File: src/rtl/core/sfb_pkg.sv
package sfb_pkg;

	localparam int MAX_BEATS  = 9;
	localparam int BEAT_IDX_W = 4;

	localparam logic [7:0] SYNC_FIRST  = 8'h5A;
	localparam logic [7:0] SYNC_SECOND = 8'hA5;

	localparam logic ACT_START   = 1'b0;
	localparam logic ACT_PAYLOAD = 1'b1;

	localparam logic [BEAT_IDX_W-1:0] BEATS_HDR      = 4'd7;
	localparam logic [BEAT_IDX_W-1:0] BEATS_HDR_CS   = 4'd9;
	localparam logic [BEAT_IDX_W-1:0] BEATS_DATA     = 4'd1;
	localparam logic [BEAT_IDX_W-1:0] BEATS_DATA_CS  = 4'd3;

	// One accepted item's worth of output beats, sent from index 0 upward
	typedef struct packed {
		logic [MAX_BEATS-1:0][7:0]  bytes;
		logic [BEAT_IDX_W-1:0]      count;
		logic                       ends;
	} burst_t;

endpackage

File: src/rtl/core/sfb_framer.sv
module sfb_framer (
	input  logic                clk,
	input  logic                arst_n,
	input  logic                accept,
	input  logic                action,
	input  logic [7:0]          source_id,
	input  logic [7:0]          dest_id,
	input  logic [7:0]          payload_len,
	input  logic [7:0]          command,
	input  logic [7:0]          index_byte,
	input  logic [7:0]          payload_byte,
	output logic                burst_valid,
	output sfb_pkg::burst_t     burst
);

	logic [15:0] sum_q;
	logic [7:0]  left_q;
	logic        open_q;

	logic [15:0] sum_d;
	logic [7:0]  left_d;
	logic        open_d;
	logic [15:0] hdr_sum;
	logic [15:0] data_sum;
	logic [15:0] cs;
	logic        last_data;

	always_comb begin
		hdr_sum = {8'd0, payload_len} + {8'd0, source_id} + {8'd0, dest_id}
			+ {8'd0, command} + {8'd0, index_byte};
		data_sum  = sum_q + {8'd0, payload_byte};
		last_data = (left_q == 8'd1);
		burst       = '0;
		burst_valid = 1'b0;
		sum_d  = sum_q;
		left_d = left_q;
		open_d = open_q;
		cs     = '0;
		if (action == sfb_pkg::ACT_START) begin
			cs = ~hdr_sum;
			burst_valid    = 1'b1;
			burst.bytes[0] = sfb_pkg::SYNC_FIRST;
			burst.bytes[1] = sfb_pkg::SYNC_SECOND;
			burst.bytes[2] = payload_len;
			burst.bytes[3] = source_id;
			burst.bytes[4] = dest_id;
			burst.bytes[5] = command;
			burst.bytes[6] = index_byte;
			burst.bytes[7] = cs[7:0];
			burst.bytes[8] = cs[15:8];
			burst.ends     = (payload_len == 8'd0);
			burst.count    = burst.ends ? sfb_pkg::BEATS_HDR_CS : sfb_pkg::BEATS_HDR;
			sum_d  = hdr_sum;
			left_d = payload_len;
			open_d = (payload_len != 8'd0);
		end else if (open_q && left_q != 8'd0) begin
			cs = ~data_sum;
			burst_valid    = 1'b1;
			burst.bytes[0] = payload_byte;
			burst.bytes[1] = cs[7:0];
			burst.bytes[2] = cs[15:8];
			burst.ends     = last_data;
			burst.count    = last_data ? sfb_pkg::BEATS_DATA_CS : sfb_pkg::BEATS_DATA;
			sum_d  = data_sum;
			left_d = left_q - 8'd1;
			open_d = !last_data;
		end
	end

	always_ff @(posedge clk or negedge arst_n) begin
		if (!arst_n) begin
			sum_q  <= '0;
			left_q <= '0;
			open_q <= 1'b0;
		end else if (accept) begin
			sum_q  <= sum_d;
			left_q <= left_d;
			open_q <= open_d;
		end
	end

	a_open_has_left: assert property (@(posedge clk) disable iff (!arst_n)
		open_q |-> left_q != 8'd0)
		else $error("open frame with no bytes left");

	a_start_opens: assert property (@(posedge clk) disable iff (!arst_n)
		accept && action == sfb_pkg::ACT_START && payload_len != 8'd0
		|=> open_q && left_q == $past(payload_len))
		else $error("start did not open frame");

endmodule

File: src/rtl/core/sfb_emitter.sv
module sfb_emitter (
	input  logic                clk,
	input  logic                arst_n,
	input  logic                accept,
	input  logic                burst_valid,
	input  sfb_pkg::burst_t     burst,
	output logic                ready,
	output logic                m_tvalid,
	input  logic                m_tready,
	output logic [7:0]          m_tdata,
	output logic                m_tlast
);

	sfb_pkg::burst_t                     burst_s1;
	logic                                valid_s1;
	logic [sfb_pkg::BEAT_IDX_W-1:0]      idx_q;
	logic                                last_beat;
	logic                                beat;

	assign last_beat = (idx_q == burst_s1.count - 4'd1);
	assign beat      = valid_s1 && m_tready;
	assign ready     = !valid_s1 || (m_tready && last_beat);

	assign m_tvalid = valid_s1;
	assign m_tdata  = burst_s1.bytes[idx_q];
	assign m_tlast  = valid_s1 && last_beat && burst_s1.ends;

	always_ff @(posedge clk or negedge arst_n) begin
		if (!arst_n) begin
			valid_s1 <= 1'b0;
			idx_q    <= '0;
		end else if (accept) begin
			// load next burst; a dropped beat just empties the stage
			valid_s1 <= burst_valid;
			idx_q    <= '0;
		end else if (beat) begin
			if (last_beat) begin
				valid_s1 <= 1'b0;
				idx_q    <= '0;
			end else begin
				idx_q <= idx_q + 4'd1;
			end
		end
	end

	always_ff @(posedge clk) begin
		if (accept && burst_valid) begin
			burst_s1 <= burst;
		end
	end

	a_idx_range: assert property (@(posedge clk) disable iff (!arst_n)
		valid_s1 |-> idx_q < burst_s1.count)
		else $error("beat index past burst");

	a_advance: assert property (@(posedge clk) disable iff (!arst_n)
		valid_s1 && m_tready && !last_beat |=> valid_s1 && idx_q == $past(idx_q) + 4'd1)
		else $error("burst did not advance");

	a_ready_free: assert property (@(posedge clk) disable iff (!arst_n)
		valid_s1 && !m_tready |-> !ready)
		else $error("ready while stalled burst");

endmodule

File: src/rtl/core/serial_frame_builder.sv
// Serial frame builder.
// Input stream (s_*): one beat per item. s_tuser is the action: 0 starts a
// frame from the header fields in s_tdata, 1 carries one payload byte.
// Output stream (m_*): one frame byte per beat; m_tlast marks the high
// checksum byte that closes a frame.
// A start beat gives 7 output beats (sync, sync, length, source, dest,
// command, index), or 9 when the length is zero and the checksum follows.
// A payload beat gives 1 output beat, or 3 on the last byte of a frame.
// Payload with no open frame is taken and dropped; a start abandons any
// open frame without a checksum.
// Latency: the first output beat is valid the cycle after the input beat.
// Throughput: one input beat per cycle while each gives one output beat and
// m_tready stays high; s_tready is low while the output stage still has beats
// of the previous item to send, so a start holds the input until they are sent.
// When m_tready is low the current beat is held and s_tready drops.
// Reset clears the frame state and empties the output stage.
module serial_frame_builder (
	input  logic        clk,
	input  logic        arst_n,
	input  logic        s_tvalid,
	output logic        s_tready,
	// [7:0] source_id, [15:8] dest_id, [23:16] payload_len,
	// [31:24] command, [39:32] index_byte, [47:40] payload_byte
	input  logic [47:0] s_tdata,
	// [0] action
	input  logic        s_tuser,
	output logic        m_tvalid,
	input  logic        m_tready,
	// [7:0] out_byte
	output logic [7:0]  m_tdata,
	// frame_end
	output logic        m_tlast
);

	logic            accept;
	logic            burst_valid;
	sfb_pkg::burst_t burst;

	assign accept = s_tvalid && s_tready;

	sfb_framer u_framer (
		.clk          (clk),
		.arst_n       (arst_n),
		.accept       (accept),
		.action       (s_tuser),
		.source_id    (s_tdata[7:0]),
		.dest_id      (s_tdata[15:8]),
		.payload_len  (s_tdata[23:16]),
		.command      (s_tdata[31:24]),
		.index_byte   (s_tdata[39:32]),
		.payload_byte (s_tdata[47:40]),
		.burst_valid  (burst_valid),
		.burst        (burst)
	);

	sfb_emitter u_emitter (
		.clk         (clk),
		.arst_n      (arst_n),
		.accept      (accept),
		.burst_valid (burst_valid),
		.burst       (burst),
		.ready       (s_tready),
		.m_tvalid    (m_tvalid),
		.m_tready    (m_tready),
		.m_tdata     (m_tdata),
		.m_tlast     (m_tlast)
	);

endmodule

File: config.mk
export PLATFORM = sky130hd
export DESIGN_NAME = serial_frame_builder
export DESIGN_NICKNAME = d
export VERILOG_FILES = /design/src/rtl/core/sfb_pkg.sv /design/src/rtl/core/sfb_framer.sv /design/src/rtl/core/sfb_emitter.sv /design/src/rtl/core/serial_frame_builder.sv
export SDC_FILE = /design/constraint.sdc
export NUM_CORES = 1
export LEC_CHECK = 0
export BUFFER_PORTS_ARGS = -buffer_cell sky130_fd_sc_hd__buf_2
export CORE_ASPECT_RATIO = 1.25
export CORE_MARGIN = 1.5
export CORE_UTILIZATION = 65
export CTS_CLUSTER_DIAMETER = 40
export DETAILED_ROUTE_END_ITERATION = 10
export PLACE_DENSITY = 0.95
export SLEW_MARGIN = 20
export SYNTH_ARGS = -nofsm -noshare
export SYNTH_HDL_FRONTEND = slang
export SYNTH_SLANG_ARGS = --single-unit
File: constraint.sdc
create_clock -name clk -period 7.9 [get_ports clk]
set_input_delay 0.395 -clock clk [delete_from_list [all_inputs] [get_ports clk]]
set_output_delay 0.395 -clock clk [all_outputs]
set_load 0.05 [all_outputs]
==> results.yml, run 1 <==
clock_tree:
  ctsRootBufferMaster: "sky130_fd_sc_hd__clkbuf_16"
  h-tree-depth: 3
  post_cts_buffers: 0
  clk_transition_reported_paths_ps: 70
  cts_repair_resize_count: 0
  cts_buffers: 9
  worst_skew_pair.late_latency_ps: 350
  tritoncts_clock_tree: "yes"
  hold_buf_cts: 0
  tritoncts_num_sinks: 103
  clock_tree.buffer_depth: 2
grt:
  grt.total_usage_pct: 34.0
  grt_first_pass_wirelength_mm: 26.6
  overflow: 0
  grt_max_degree: 51
  antenna_found_initial: 0
  first_global_vias: 5265
timing:
  worstMarginPinSlew_ps: 1090
  timing.final.max_slew_violations: 0
  period_needed_ps: 4360
  finalSetupViolations: 0
  relSlewSlack_pct: 27.0
  clock-skew-final_ps: 10.3
  rsz0062_at_grt: "false"
  tns_ps: 0
  fmax_ghz: 0.230
  final_min_period_over_clock_period_pct: 55.1
  report.final.hold_viol_count: 0
worst_setup_path:
  startpoint_type: "primary input"
  timing.critical_path.fanout_max: 5
  critPathKind: "primary input to register"
  rr_startpoint: "u_emitter.idx_q[1]"
  r2r_cells: 9
  worst_ep_arrival_time_ps: 4610
  cp_data_required_time_ps: 8160
  critPathCaptureType: "register"
  timing.reg2reg.setup_slack_ps: 3730
  rr_endpoint: "u_framer.sum_q[8]"
logic_synthesis:
  yosys_warnings: 0
  synth_seq_cells: 103
  async_flop_share_pct: 29.1
  postSynthAreaPerCell_sq_um: 10.9
  synth.yosys.seq_area_share_pct: 45.5
  syn_area_sq_um: 6470
  netlist_instances: 592
  synth_edf_count: 73
  synth_area_leaders: "sky130_fd_sc_hd__edfxtp_1 34%, sky130_fd_sc_hd__dfrtp_1 12%, sky130_fd_sc_hd__ha_1 6.0%, sky130_fd_sc_hd__fa_1 5.6%, sky130_fd_sc_hd__mux4_2 5.6%"
  synth_nets: 694
  synthDistinctLibCells: 58
  synth_top_area_share_pct: 33.9
  synth-main-ff-cell: "sky130_fd_sc_hd__edfxtp_1"
  synth_largest_area_cell: "sky130_fd_sc_hd__edfxtp_1"
die:
  fp.coreArea_sq_um: 9660
  num_rows: 40
  die-height_um: 115
  io-pin-count: 64
  die_w_um: 92.3
  floorplan.initialDensity_pct: 67.0
  floorplan.die_area_sq_um: 10600
power_and_ir_drop:
  netSwitchingFraction_pct: 44.2
  p_seq_share_pct: 33.4
  internal_power_mw: 1.44
  p_comb_share_pct: 50.4
  p_sw_mw: 1.15
  irDropWorstVdd_mv: 0.293
  p_leak_nw: 2.99
  power_per_cell_area_nw_per_um2: 362
  share_clk_of_total_power_pct: 16.2
  p_total_mw: 2.59
finish:
  finalNonFillerCells: 777
  antenna_cells_inserted: 0
  area_growth_syn_to_fin_pct: 10.4
  finish.instance_area_sq_um: 7150
  layout.nets: 748
  fraction_of_final_layout_cells_sized_beyond_drive_strength_1_pct: 15.4
route:
  route.vias.total: 5133
  detail_route.iter0.violations: 522
  antenna_left: 0
  route.detailed.wl_per_inst_um: 21.3
  drt_first_pass_iters: 6
  remaining_drc_errors: 0
  via_per_inst: 6.61
  finalWirelength_mm: 16.5
placed_design:
  io_buffer_count: 63
  post_dp_cell_area_sq_um: 6880
  gp_congestion: 0.974
  detailedPlacementHpwl_mm: 11.7
  placedCellCount: 761
min_path:
  hp-class: "primary input to asynchronous set/reset pin"
flow_run:
  max_cap_violations: 0
status:
  outcome: "finished clean"
[worst max path at each step]
stage | startpoint | cells past startpoint | end
floorplan | s_tdata[0] | 20 | u_framer.sum_q[9]
global placement | s_tdata[16] | 21 | u_framer.sum_q[9]
detailed placement | s_tdata[16] | 21 | u_framer.sum_q[9]
CTS | s_tdata[16] | 21 | u_framer.sum_q[9]
global route | s_tdata[16] | 21 | u_framer.sum_q[9]
finish | s_tdata[16] | 21 | u_framer.sum_q[9]
[kinds of logic after synthesis]
kind of cell               after synthesis  share of synthesized area, %
buffers and inverters                   76                          4.48
xor gates and xnor gates                29                          4.14
DFF                                    103                          45.5
muxes                                   33                          8.19
adders and majority gates               49                          11.6
AOI/OAI and AO/OA                      123                          12.6
and+or+nand+nor                        179                          13.6
[sequential cells by signal, indices dropped and copies added, names as in the netlist]
| signal | cells |
|---|---|
| u_emitter.burst_s1 | 73 |
| u_framer.sum_q | 16 |
| u_framer.left_q | 8 |
| u_emitter.idx_q | 4 |
| u_emitter.m_tvalid | 1 |
| u_framer.open_q | 1 |
[critical path, cell delays in order]
cell and delay (ps):
sky130_fd_sc_hd__buf_2 140, sky130_fd_sc_hd__ha_1 210, sky130_fd_sc_hd__inv_1 60, sky130_fd_sc_hd__fa_1 400, sky130_fd_sc_hd__nor2b_1 120, sky130_fd_sc_hd__o21ai_0 80, sky130_fd_sc_hd__nand2b_1 150, sky130_fd_sc_hd__a21o_1 140
sky130_fd_sc_hd__a21oi_1 90, sky130_fd_sc_hd__xnor2_1 160, sky130_fd_sc_hd__fa_1 490, sky130_fd_sc_hd__inv_1 50, sky130_fd_sc_hd__fa_1 510, sky130_fd_sc_hd__inv_1 50, sky130_fd_sc_hd__ha_1 370, sky130_fd_sc_hd__nand3_1 120
sky130_fd_sc_hd__o2111ai_1 180, sky130_fd_sc_hd__o31ai_1 320, sky130_fd_sc_hd__xnor2_1 190, sky130_fd_sc_hd__nor2_1 80, sky130_fd_sc_hd__a211oi_1 300
[Yosys cell counts, types with 2 or more instances]
cell type,instances
sky130_fd_sc_hd__a31oi_1,5
sky130_fd_sc_hd__nand2b_1,10
sky130_fd_sc_hd__mux4_2,16
sky130_fd_sc_hd__or3_1,4
sky130_fd_sc_hd__o21a_1,3
sky130_fd_sc_hd__fa_1,18
sky130_fd_sc_hd__inv_1,50
sky130_fd_sc_hd__nand4_1,2
sky130_fd_sc_hd__a22o_1,9
sky130_fd_sc_hd__nor3_1,8
sky130_fd_sc_hd__a221oi_1,2
sky130_fd_sc_hd__nor2_1,45
sky130_fd_sc_hd__dfrtp_1,30
sky130_fd_sc_hd__xnor2_1,17
sky130_fd_sc_hd__edfxtp_1,73
sky130_fd_sc_hd__a21oi_1,24
sky130_fd_sc_hd__buf_1,7
sky130_fd_sc_hd__mux2i_1,17
sky130_fd_sc_hd__o31ai_1,5
sky130_fd_sc_hd__nor2b_1,25
sky130_fd_sc_hd__a211oi_1,4
sky130_fd_sc_hd__o21bai_1,4
sky130_fd_sc_hd__nor4_1,6
sky130_fd_sc_hd__o21ai_1,8
sky130_fd_sc_hd__and2_1,6
sky130_fd_sc_hd__o2111ai_1,2
sky130_fd_sc_hd__o21ai_0,28
sky130_fd_sc_hd__xor2_1,11
sky130_fd_sc_hd__nand3_1,17
sky130_fd_sc_hd__buf_2,4
sky130_fd_sc_hd__nand2_1,42
sky130_fd_sc_hd__ha_1,31
sky130_fd_sc_hd__and3_1,8
sky130_fd_sc_hd__clkbuf_1,13
sky130_fd_sc_hd__a21o_1,8
sky130_fd_sc_hd__o22ai_1,8
[power by group through the flow]
stage	Clock, mW	Sequential (mW)	Combinational, mW
finish	0.419	0.864	1.31
global route	0.435	0.876	1.41
CTS	0.418	0.859	1.29
detailed placement	0	0.868	1.26
global placement	0	0.856	1.19
floorplan	0	0.821	0.972
[final cells by class]
cell class                      instances  area [sq um]
Inverter                               52           195
Fill cell                             617          2510
Multi-Input combinational cell        413          3240
Timing Repair Buffer                   67           345
Tap cell                              126           158
Clock inverter                          4          21.3
Clock buffer                           12           246
Sequential cell                       103          2940
[cell usage in the layout, fill, tap and decap left out, types with 3 or more instances in the layout]
master,n
sky130_fd_sc_hd__o21ai_1,8
sky130_fd_sc_hd__ha_1,31
sky130_fd_sc_hd__o31ai_1,5
sky130_fd_sc_hd__nand2_1,42
sky130_fd_sc_hd__a21oi_1,24
sky130_fd_sc_hd__a211oi_1,4
sky130_fd_sc_hd__dfrtp_1,30
sky130_fd_sc_hd__or3_1,4
sky130_fd_sc_hd__clkinv_1,3
sky130_fd_sc_hd__o22ai_1,8
sky130_fd_sc_hd__edfxtp_1,73
sky130_fd_sc_hd__a22o_1,9
sky130_fd_sc_hd__fa_1,18
sky130_fd_sc_hd__nor2_1,45
sky130_fd_sc_hd__nand3_1,17
sky130_fd_sc_hd__xor2_1,11
sky130_fd_sc_hd__nor4_1,6
sky130_fd_sc_hd__a31oi_1,5
sky130_fd_sc_hd__inv_1,50
sky130_fd_sc_hd__clkbuf_16,9
sky130_fd_sc_hd__buf_2,63
sky130_fd_sc_hd__and3_1,8
sky130_fd_sc_hd__nand2b_1,10
sky130_fd_sc_hd__a21o_1,8
sky130_fd_sc_hd__o21ai_0,28
sky130_fd_sc_hd__o21bai_1,4
sky130_fd_sc_hd__nor3_1,8
sky130_fd_sc_hd__nor2b_1,25
sky130_fd_sc_hd__buf_4,4
sky130_fd_sc_hd__xnor2_1,17
sky130_fd_sc_hd__mux4_2,16
sky130_fd_sc_hd__mux2i_1,17
sky130_fd_sc_hd__o21a_1,3
sky130_fd_sc_hd__and2_1,6
[metrics by stage]
step,hold WS (ps),util (%),setup slack [ps]
2_1_floorplan,99.4,-,3970
3_3_place_gp,472,71.2,3630
3_5_place_dp,480,71.2,3340
4_1_cts,117,74.0,3600
5_1_grt,166,74.0,3240
6_report,91.2,74.0,3540
[layer usage]
layer / routed length (um) / part of all wire, % / track usage [%]
met3: 1340 / 8.1 / 5.25
met4: 961 / 5.8 / 22.3
met5: 0 / 0 / 0
met1: 5860 / 35 / 39.7
met2: 8380 / 51 / 58.1
Note: power is estimated with default switching activity, not from simulation.
==> inputs of run 2 (changes only) <==
--- a/config.mk
+++ b/config.mk
@@ -5,13 +5,14 @@
 export SDC_FILE = /design/constraint.sdc
 export NUM_CORES = 1
 export LEC_CHECK = 0
+export ABC_AREA = 1
 export BUFFER_PORTS_ARGS = -buffer_cell sky130_fd_sc_hd__buf_2
 export CORE_ASPECT_RATIO = 1.25
 export CORE_MARGIN = 1.5
-export CORE_UTILIZATION = 65
+export CORE_UTILIZATION = 55
 export CTS_CLUSTER_DIAMETER = 40
 export DETAILED_ROUTE_END_ITERATION = 10
-export PLACE_DENSITY = 0.95
+export PLACE_DENSITY = 0.88
 export SLEW_MARGIN = 20
 export SYNTH_ARGS = -nofsm -noshare
 export SYNTH_HDL_FRONTEND = slang
==> constraint.sdc (replaced) <==
create_clock -name clk -period 3.9 [get_ports clk]
set_input_delay 0.195 -clock clk [delete_from_list [all_inputs] [get_ports clk]]
set_output_delay 0.195 -clock clk [all_outputs]
set_load 0.05 [all_outputs]
==> run 2 against run 1 <==
Via count increased by 19%. Critical path depth increased by 2. Power increased by 110%. Clock skew decreased by 3.6 ps. Final cell count increased by 40%. Highest routed layer unchanged. Sequential cell count unchanged.
==> results.yml, run 2 <==
status:
  outcome: "finished clean"
power_and_ir_drop:
  irDropWorstVdd_mv: 0.959
  p_leak_nw: 3.74
  power_per_cell_area_nw_per_um2: 710
grt:
  grt.total_usage_pct: 27.0
  grt_max_degree: 77
  first_global_vias: 5613
  overflow: 0
  antenna_found_initial: 0
  grt_first_pass_wirelength_mm: 27.1
worst_setup_path:
  crit_path_cell_trace: "buf_2, ha_1, inv_1, fa_1, o21ai_1, a21oi_1, nor2_1, nor2_1, xor2_1, inv_1, fa_1, inv_1, fa_1, inv_1, ha_1, nand2_1, inv_1, a21oi_1, nand3_1, nand3_1, o21ai_0, nand2_1, nand2_1"
  timing.critical_path.mode_cell: "sky130_fd_sc_hd__inv_1"
  path_buf_inv: 6
  cp_data_required_time_ps: 4140
  timing.critical_path.fanout_max: 3
  critPathCaptureType: "register"
  critical_path.slowest_cell: "sky130_fd_sc_hd__fa_1"
  critPathMaxStageDelay_ps: 490
  cell_family_with_most_cp_delay: "adder cells"
  startpoint_type: "primary input"
  worst_ep_arrival_time_ps: 3840
  critPathKind: "primary input to register"
logic_synthesis:
  async_flop_share_pct: 29.1
  syn_area_sq_um: 6920
  synth_top_area_share_pct: 31.7
  synthDistinctLibCells: 41
  synth-main-ff-cell: "sky130_fd_sc_hd__edfxtp_1"
  synth.yosys.seq_area_share_pct: 42.5
  commonest_cells_post_synth: "201 x sky130_fd_sc_hd__nand2_1, 133 x sky130_fd_sc_hd__inv_1, 111 x sky130_fd_sc_hd__nor2_1"
  synth_nets: 961
  synth_area_leaders: "sky130_fd_sc_hd__edfxtp_1 32%, sky130_fd_sc_hd__nand2_1 11%, sky130_fd_sc_hd__dfrtp_1 11%, sky130_fd_sc_hd__inv_1 7.2%, sky130_fd_sc_hd__nor2_1 6.0%"
  postSynthAreaPerCell_sq_um: 8.05
  synth_largest_area_cell: "sky130_fd_sc_hd__edfxtp_1"
  yosys_warnings: 0
  synthMostInstantiatedCell: "sky130_fd_sc_hd__nand2_1"
  synth_edf_count: 73
  netlist_instances: 859
  synth_seq_cells: 103
clock_tree:
  cts_buffers: 9
  h-tree-depth: 3
  tritoncts_clock_tree: "yes"
  post_cts_buffers: 0
  ctsRootBufferMaster: "sky130_fd_sc_hd__clkbuf_16"
  worst_skew_pair.late_latency_ps: 350
  tritoncts_num_sinks: 103
  clk_transition_reported_paths_ps: 70
  clock_tree.buffer_depth: 2
finish:
  number_of_flip_flops_under_the_largest_register_name: 73
  fraction_of_final_layout_cells_sized_beyond_drive_strength_1_pct: 12.1
  biggest_regs: "u_emitter.burst_s1 x73, u_framer.sum_q x16, u_framer.left_q x8"
  most_frequent_cells_in_the_layout: "201 x sky130_fd_sc_hd__nand2_1, 133 x sky130_fd_sc_hd__inv_1, 111 x sky130_fd_sc_hd__nor2_1, 73 x sky130_fd_sc_hd__edfxtp_1, 63 x sky130_fd_sc_hd__buf_2"
  mostFrequentLayoutCell: "sky130_fd_sc_hd__nand2_1"
  finish.instance_area_sq_um: 7700
  finalNonFillerCells: 1085
  area_growth_syn_to_fin_pct: 11.2
  regMostFlops: "u_emitter.burst_s1"
  layout.nets: 1018
  antenna_cells_inserted: 0
placed_design:
  io_buffer_count: 63
  post_dp_cell_area_sq_um: 7380
  gp_congestion: 0.915
  placedCellCount: 1068
  detailedPlacementHpwl_mm: 12.7
timing:
  relSlewSlack_pct: 39.8
  rsz0062_at_grt: "false"
  clock-skew-final_ps: 6.69
  timing.final.max_slew_violations: 0
  finalSetupViolations: 0
  final_min_period_over_clock_period_pct: 92.4
  worstMarginPinSlew_ps: 902
  report.final.hold_viol_count: 0
  fmax_ghz: 0.278
  period_needed_ps: 3600
die:
  num_rows: 45
  floorplan.initialDensity_pct: 56.6
  floorplan.die_area_sq_um: 13300
  die_w_um: 103
  fp.coreArea_sq_um: 12200
  die-height_um: 128
  io-pin-count: 64
route:
  finalWirelength_mm: 17.2
  antenna_left: 0
  via_per_inst: 5.62
  drt_first_pass_iters: 6
  detail_route.iter0.violations: 561
  route.detailed.wl_per_inst_um: 15.8
  remaining_drc_errors: 0
  route.vias.total: 6095
flow_run:
  max_cap_violations: 0
min_path:
  hp-class: "primary input to register"
-- run 2: cell count changes after synthesis, moves of 24 or more --
cell,before,now
sky130_fd_sc_hd__inv_1,50,133
sky130_fd_sc_hd__o21ai_0,28,52
sky130_fd_sc_hd__nand2_1,42,201
sky130_fd_sc_hd__nor2_1,45,111
sky130_fd_sc_hd__nor2b_1,25,0
sky130_fd_sc_hd__nand3_1,17,50
-- run 2: tightest hold or removal path, stage by stage --
cell and delay, ps:
sky130_fd_sc_hd__buf_2 90, sky130_fd_sc_hd__inv_1 30, sky130_fd_sc_hd__nor2_1 70
-- run 2: logic make-up (layout without fill, tap and decap cells) --
group,after synthesis,count (layout),share of synthesized area (%)
DFF,103,103,42.5
buffers and inverters,163,225,9.46
AOI/OAI and AO/OA,126,126,10.7
xor gates and xnor gates,15,15,1.90
and+or+nand+nor,403,403,24.6
adders and majority gates,49,49,10.8
-- run 2: per-layer routing --
layer  track usage [%]  vias to the layer above  routed length, um
li1                  -                     2909                  -
met1              35.3                     2840               6730
met2              47.1                      310               8620
met3              3.04                       36               1330
met4              8.11                        0                493
met5                 0                        -                  0
-- run 2: power by group --
group | total, mW | internal (mW) | switching, mW
registers | 1.67 | 1.48 | 0.191
clock network | 0.935 | 0.507 | 0.428
logic | 2.86 | 0.910 | 1.95
-- run 2: layout make-up --
cell class | instances | area, sq um
repair buffers | 73 | 405
fillers | 1015 | 4520
clock buffers | 9 | 225
flip-flops and latches | 103 | 2940
clock inverters | 7 | 80.1
inverters | 136 | 515
multi-input cells | 593 | 3320
well taps | 164 | 205
-- run 2: worst paths after layout --
kind	end	start	cells after the start	slack, ps
max in group asynchronous	u_framer.sum_q[8]	arst_n	2	2950
min in group asynchronous	u_framer.sum_q[2]	arst_n	2	460
max	u_framer.sum_q[8]	s_tdata[0]	23	300
min	u_emitter.burst_s1[32]	s_tdata[3]	3	150
min reg2reg	u_framer.sum_q[6]	u_framer.sum_q[6]	2	510
max reg2reg	u_emitter.burst_s1[68]	u_emitter.idx_q[2]	9	1200
-- run 2: metrics by stage --
stage                     setup TNS, ps  hold slack, ps  power, mW  setup slack, ps  utilization [%]
after floorplan                       0            -101       3.78              265                -
after global placement                0             310       4.41             12.0             60.4
after detailed placement           -615             314       4.49             -114             60.4
after CTS                             0             151       5.44              215             63.0
after global routing                  0             160       5.85             12.6             63.0
final                                 0             146       5.47              298             63.0
-- run 2: what timing repair did --
item | 4_1_cts | 5_1_grt
endpoints found under the hold margin | 30 | 0
endpoints found under the setup margin | 0 | 5
hold buffers | 1 | 0
gates resized for setup | 0 | 1
==> inputs of run 3 (changes only) <==
--- a/config.mk
+++ b/config.mk
@@ -12,7 +12,7 @@
 export CORE_UTILIZATION = 55
 export CTS_CLUSTER_DIAMETER = 40
 export DETAILED_ROUTE_END_ITERATION = 10
-export PLACE_DENSITY = 0.88
+export PLACE_DENSITY_LB_ADDON = 0.25
 export SLEW_MARGIN = 20
 export SYNTH_ARGS = -nofsm -noshare
 export SYNTH_HDL_FRONTEND = slang
==> run 3 against run 2 <==
Design area rose by 0.24%. Clock power rose by 3.9%. Die area did not move. Hold slack improved by 17 ps. Routed wire length rose by 1.7%. Sequential cell count did not move. Final cell count rose by 0.18%. Power rose by 1.3%. Sequential power barely moved. Core utilization rose by 0.15 points. Register-to-register slack improved by 90 ps. Clock skew barely moved. Largest cell class unchanged.
==> results.yml, run 3 (synthesis results as in run 2) <==
power_and_ir_drop:
  power_per_cell_area_nw_per_um2: 718
  irDropWorstVdd_mv: 0.637
  p_leak_nw: 3.75
die:
  floorplan.initialDensity_pct: 56.6
  die_w_um: 103
  fp.coreArea_sq_um: 12200
  num_rows: 45
  io-pin-count: 64
  die-height_um: 128
  floorplan.die_area_sq_um: 13300
finish:
  mostFrequentLayoutCell: "sky130_fd_sc_hd__nand2_1"
  most_frequent_cells_in_the_layout: "201 x sky130_fd_sc_hd__nand2_1, 133 x sky130_fd_sc_hd__inv_1, 111 x sky130_fd_sc_hd__nor2_1, 73 x sky130_fd_sc_hd__edfxtp_1, 63 x sky130_fd_sc_hd__buf_2"
  regMostFlops: "u_emitter.burst_s1"
  number_of_flip_flops_under_the_largest_register_name: 73
  fraction_of_final_layout_cells_sized_beyond_drive_strength_1_pct: 12.4
  layout.nets: 1020
  biggest_regs: "u_emitter.burst_s1 x73, u_framer.sum_q x16, u_framer.left_q x8"
  area_growth_syn_to_fin_pct: 11.5
  nFillCells: 1077
  antenna_cells_inserted: 0
timing:
  rsz0062_at_grt: "false"
  period_needed_ps: 3570
  fmax_ghz: 0.280
  tns_ps: 0
  report.final.hold_viol_count: 0
  minimum_hold_slack_ps: 163
  final_min_period_over_clock_period_pct: 91.6
  setup_ws_ps: 328
  clock-skew-final_ps: 6.40
  worstMarginPinSlew_ps: 882
  timing.final.max_slew_violations: 0
  finalSetupViolations: 0
  relSlewSlack_pct: 41.1
worst_setup_path:
  timing.critical_path.fanout_max: 3
  critPathKind: "primary input to register"
  worst_ep_arrival_time_ps: 3860
  startpoint_type: "primary input"
  critPathCaptureType: "register"
  cp_data_required_time_ps: 4190
route:
  route.detailed.wl_per_inst_um: 16.1
  antenna_left: 0
  route.vias.total: 5924
  remaining_drc_errors: 0
  detail_route.iter0.violations: 480
  drt_first_pass_iters: 6
  via_per_inst: 5.45
  finalWirelength_mm: 17.5
grt:
  grt_first_pass_wirelength_mm: 27.4
  antenna_found_initial: 0
  grt.total_usage_pct: 27.7
  first_global_vias: 5401
  grt_max_degree: 74
  overflow: 0
clock_tree:
  tritoncts_clock_tree: "yes"
  post_cts_buffers: 0
  cts_buffers: 9
  h-tree-depth: 3
  tritoncts_num_sinks: 103
  clk_transition_reported_paths_ps: 70
  worst_skew_pair.late_latency_ps: 350
  clock_tree.buffer_depth: 2
  ctsRootBufferMaster: "sky130_fd_sc_hd__clkbuf_16"
min_path:
  hp-class: "primary input to register"
placed_design:
  detailedPlace.worstSlack_ps: -102
  gp_congestion: 0.944
  io_buffer_count: 63
  detailedPlacementHpwl_mm: 12.9
flow_run:
  max_cap_violations: 0
status:
  outcome: "finished clean"
-- run 3: cell types whose count changed in the layout (fill, tap and decap cells not counted), sizes merged --
cell / delta
clkbuf: +1
buf: +2
clkinvlp: +1
inv: -3
bufinv: +1
-- run 3: per-stage QoR --
step	util [%]	cell area, sq um	total power [mW]	std cells
final	63.1	7710	5.54	1087
after global placement	60.4	7380	4.49	1070
after CTS	63.1	7710	5.50	1087
after global routing	63.1	7710	5.94	1087
after floorplan	-	6920	3.78	859
after detailed placement	60.4	7380	4.54	1070
-- run 3: timing repair --
item                       4_1_cts  5_1_grt
gates resized for setup          0        4
hold buffers                     1        0
hold endpoints to repair        30        0
setup endpoints to repair        0        6
-- run 3: worst max-delay path, cell delays in order --
cell and delay [ps]:
sky130_fd_sc_hd__buf_2 100, sky130_fd_sc_hd__ha_1 190, sky130_fd_sc_hd__inv_1 70, sky130_fd_sc_hd__fa_1 400, sky130_fd_sc_hd__o21ai_2 180, sky130_fd_sc_hd__a21oi_1 80
sky130_fd_sc_hd__nor2_1 110, sky130_fd_sc_hd__nor2_1 70, sky130_fd_sc_hd__xor2_1 150, sky130_fd_sc_hd__inv_1 70, sky130_fd_sc_hd__fa_1 490, sky130_fd_sc_hd__inv_1 60
sky130_fd_sc_hd__fa_1 500, sky130_fd_sc_hd__inv_1 40, sky130_fd_sc_hd__ha_1 310, sky130_fd_sc_hd__buf_4 150, sky130_fd_sc_hd__nand2_1 70, sky130_fd_sc_hd__inv_1 50
sky130_fd_sc_hd__nand3_1 100, sky130_fd_sc_hd__nand3_1 70, sky130_fd_sc_hd__nand2_1 90, sky130_fd_sc_hd__nand3_1 90, sky130_fd_sc_hd__nand2_1 110, sky130_fd_sc_hd__nand2_1 50
sky130_fd_sc_hd__nand2_1 70
-- run 3: worst paths after layout --
path / from / end / slack, ps / cells after the start
worst max-delay path: s_tdata[0] / u_framer.sum_q[7] / 330 / 25
worst min-delay path: s_tdata[24] / u_emitter.burst_s1[45] / 160 / 3
worst max register to register: u_emitter.idx_q[2] / u_emitter.burst_s1[18] / 1290 / 9
worst min register to register: u_framer.sum_q[4] / u_framer.sum_q[4] / 490 / 2
max in group asynchronous: arst_n / u_framer.sum_q[7] / 2970 / 2
min in group asynchronous: arst_n / u_emitter.idx_q[1] / 440 / 2
-- run 3: layout make-up --
type	instances	area (sq um)	area share, %
timing repair buffer	75	408	5.29
sequential	103	2940	38.1
tap	164	205	2.66
clock inverter	6	85.1	1.10
inverter	136	515	6.68
clock buffer	10	229	2.97
multi-input combinational	593	3330	43.2
-- run 3: metal layers --
| layer | vias to the layer above | GRT usage (%) | routed length [um] |
|---|---|---|---|
| met2 | 232 | 44.6 | 8290 |
| met5 | - | 0 | 0 |
| met1 | 2737 | 37.1 | 7380 |
| met3 | 39 | 3.97 | 1110 |
| met4 | 0 | 12.6 | 685 |
| li1 | 2916 | - | - |
-- run 3: where the power goes --
part | leakage [nW] | total, mW | internal, mW | switching (mW)
registers | 1.06 | 1.68 | 1.48 | 0.200
clock network | 0.148 | 0.971 | 0.561 | 0.410
logic | 2.54 | 2.89 | 0.911 | 1.98
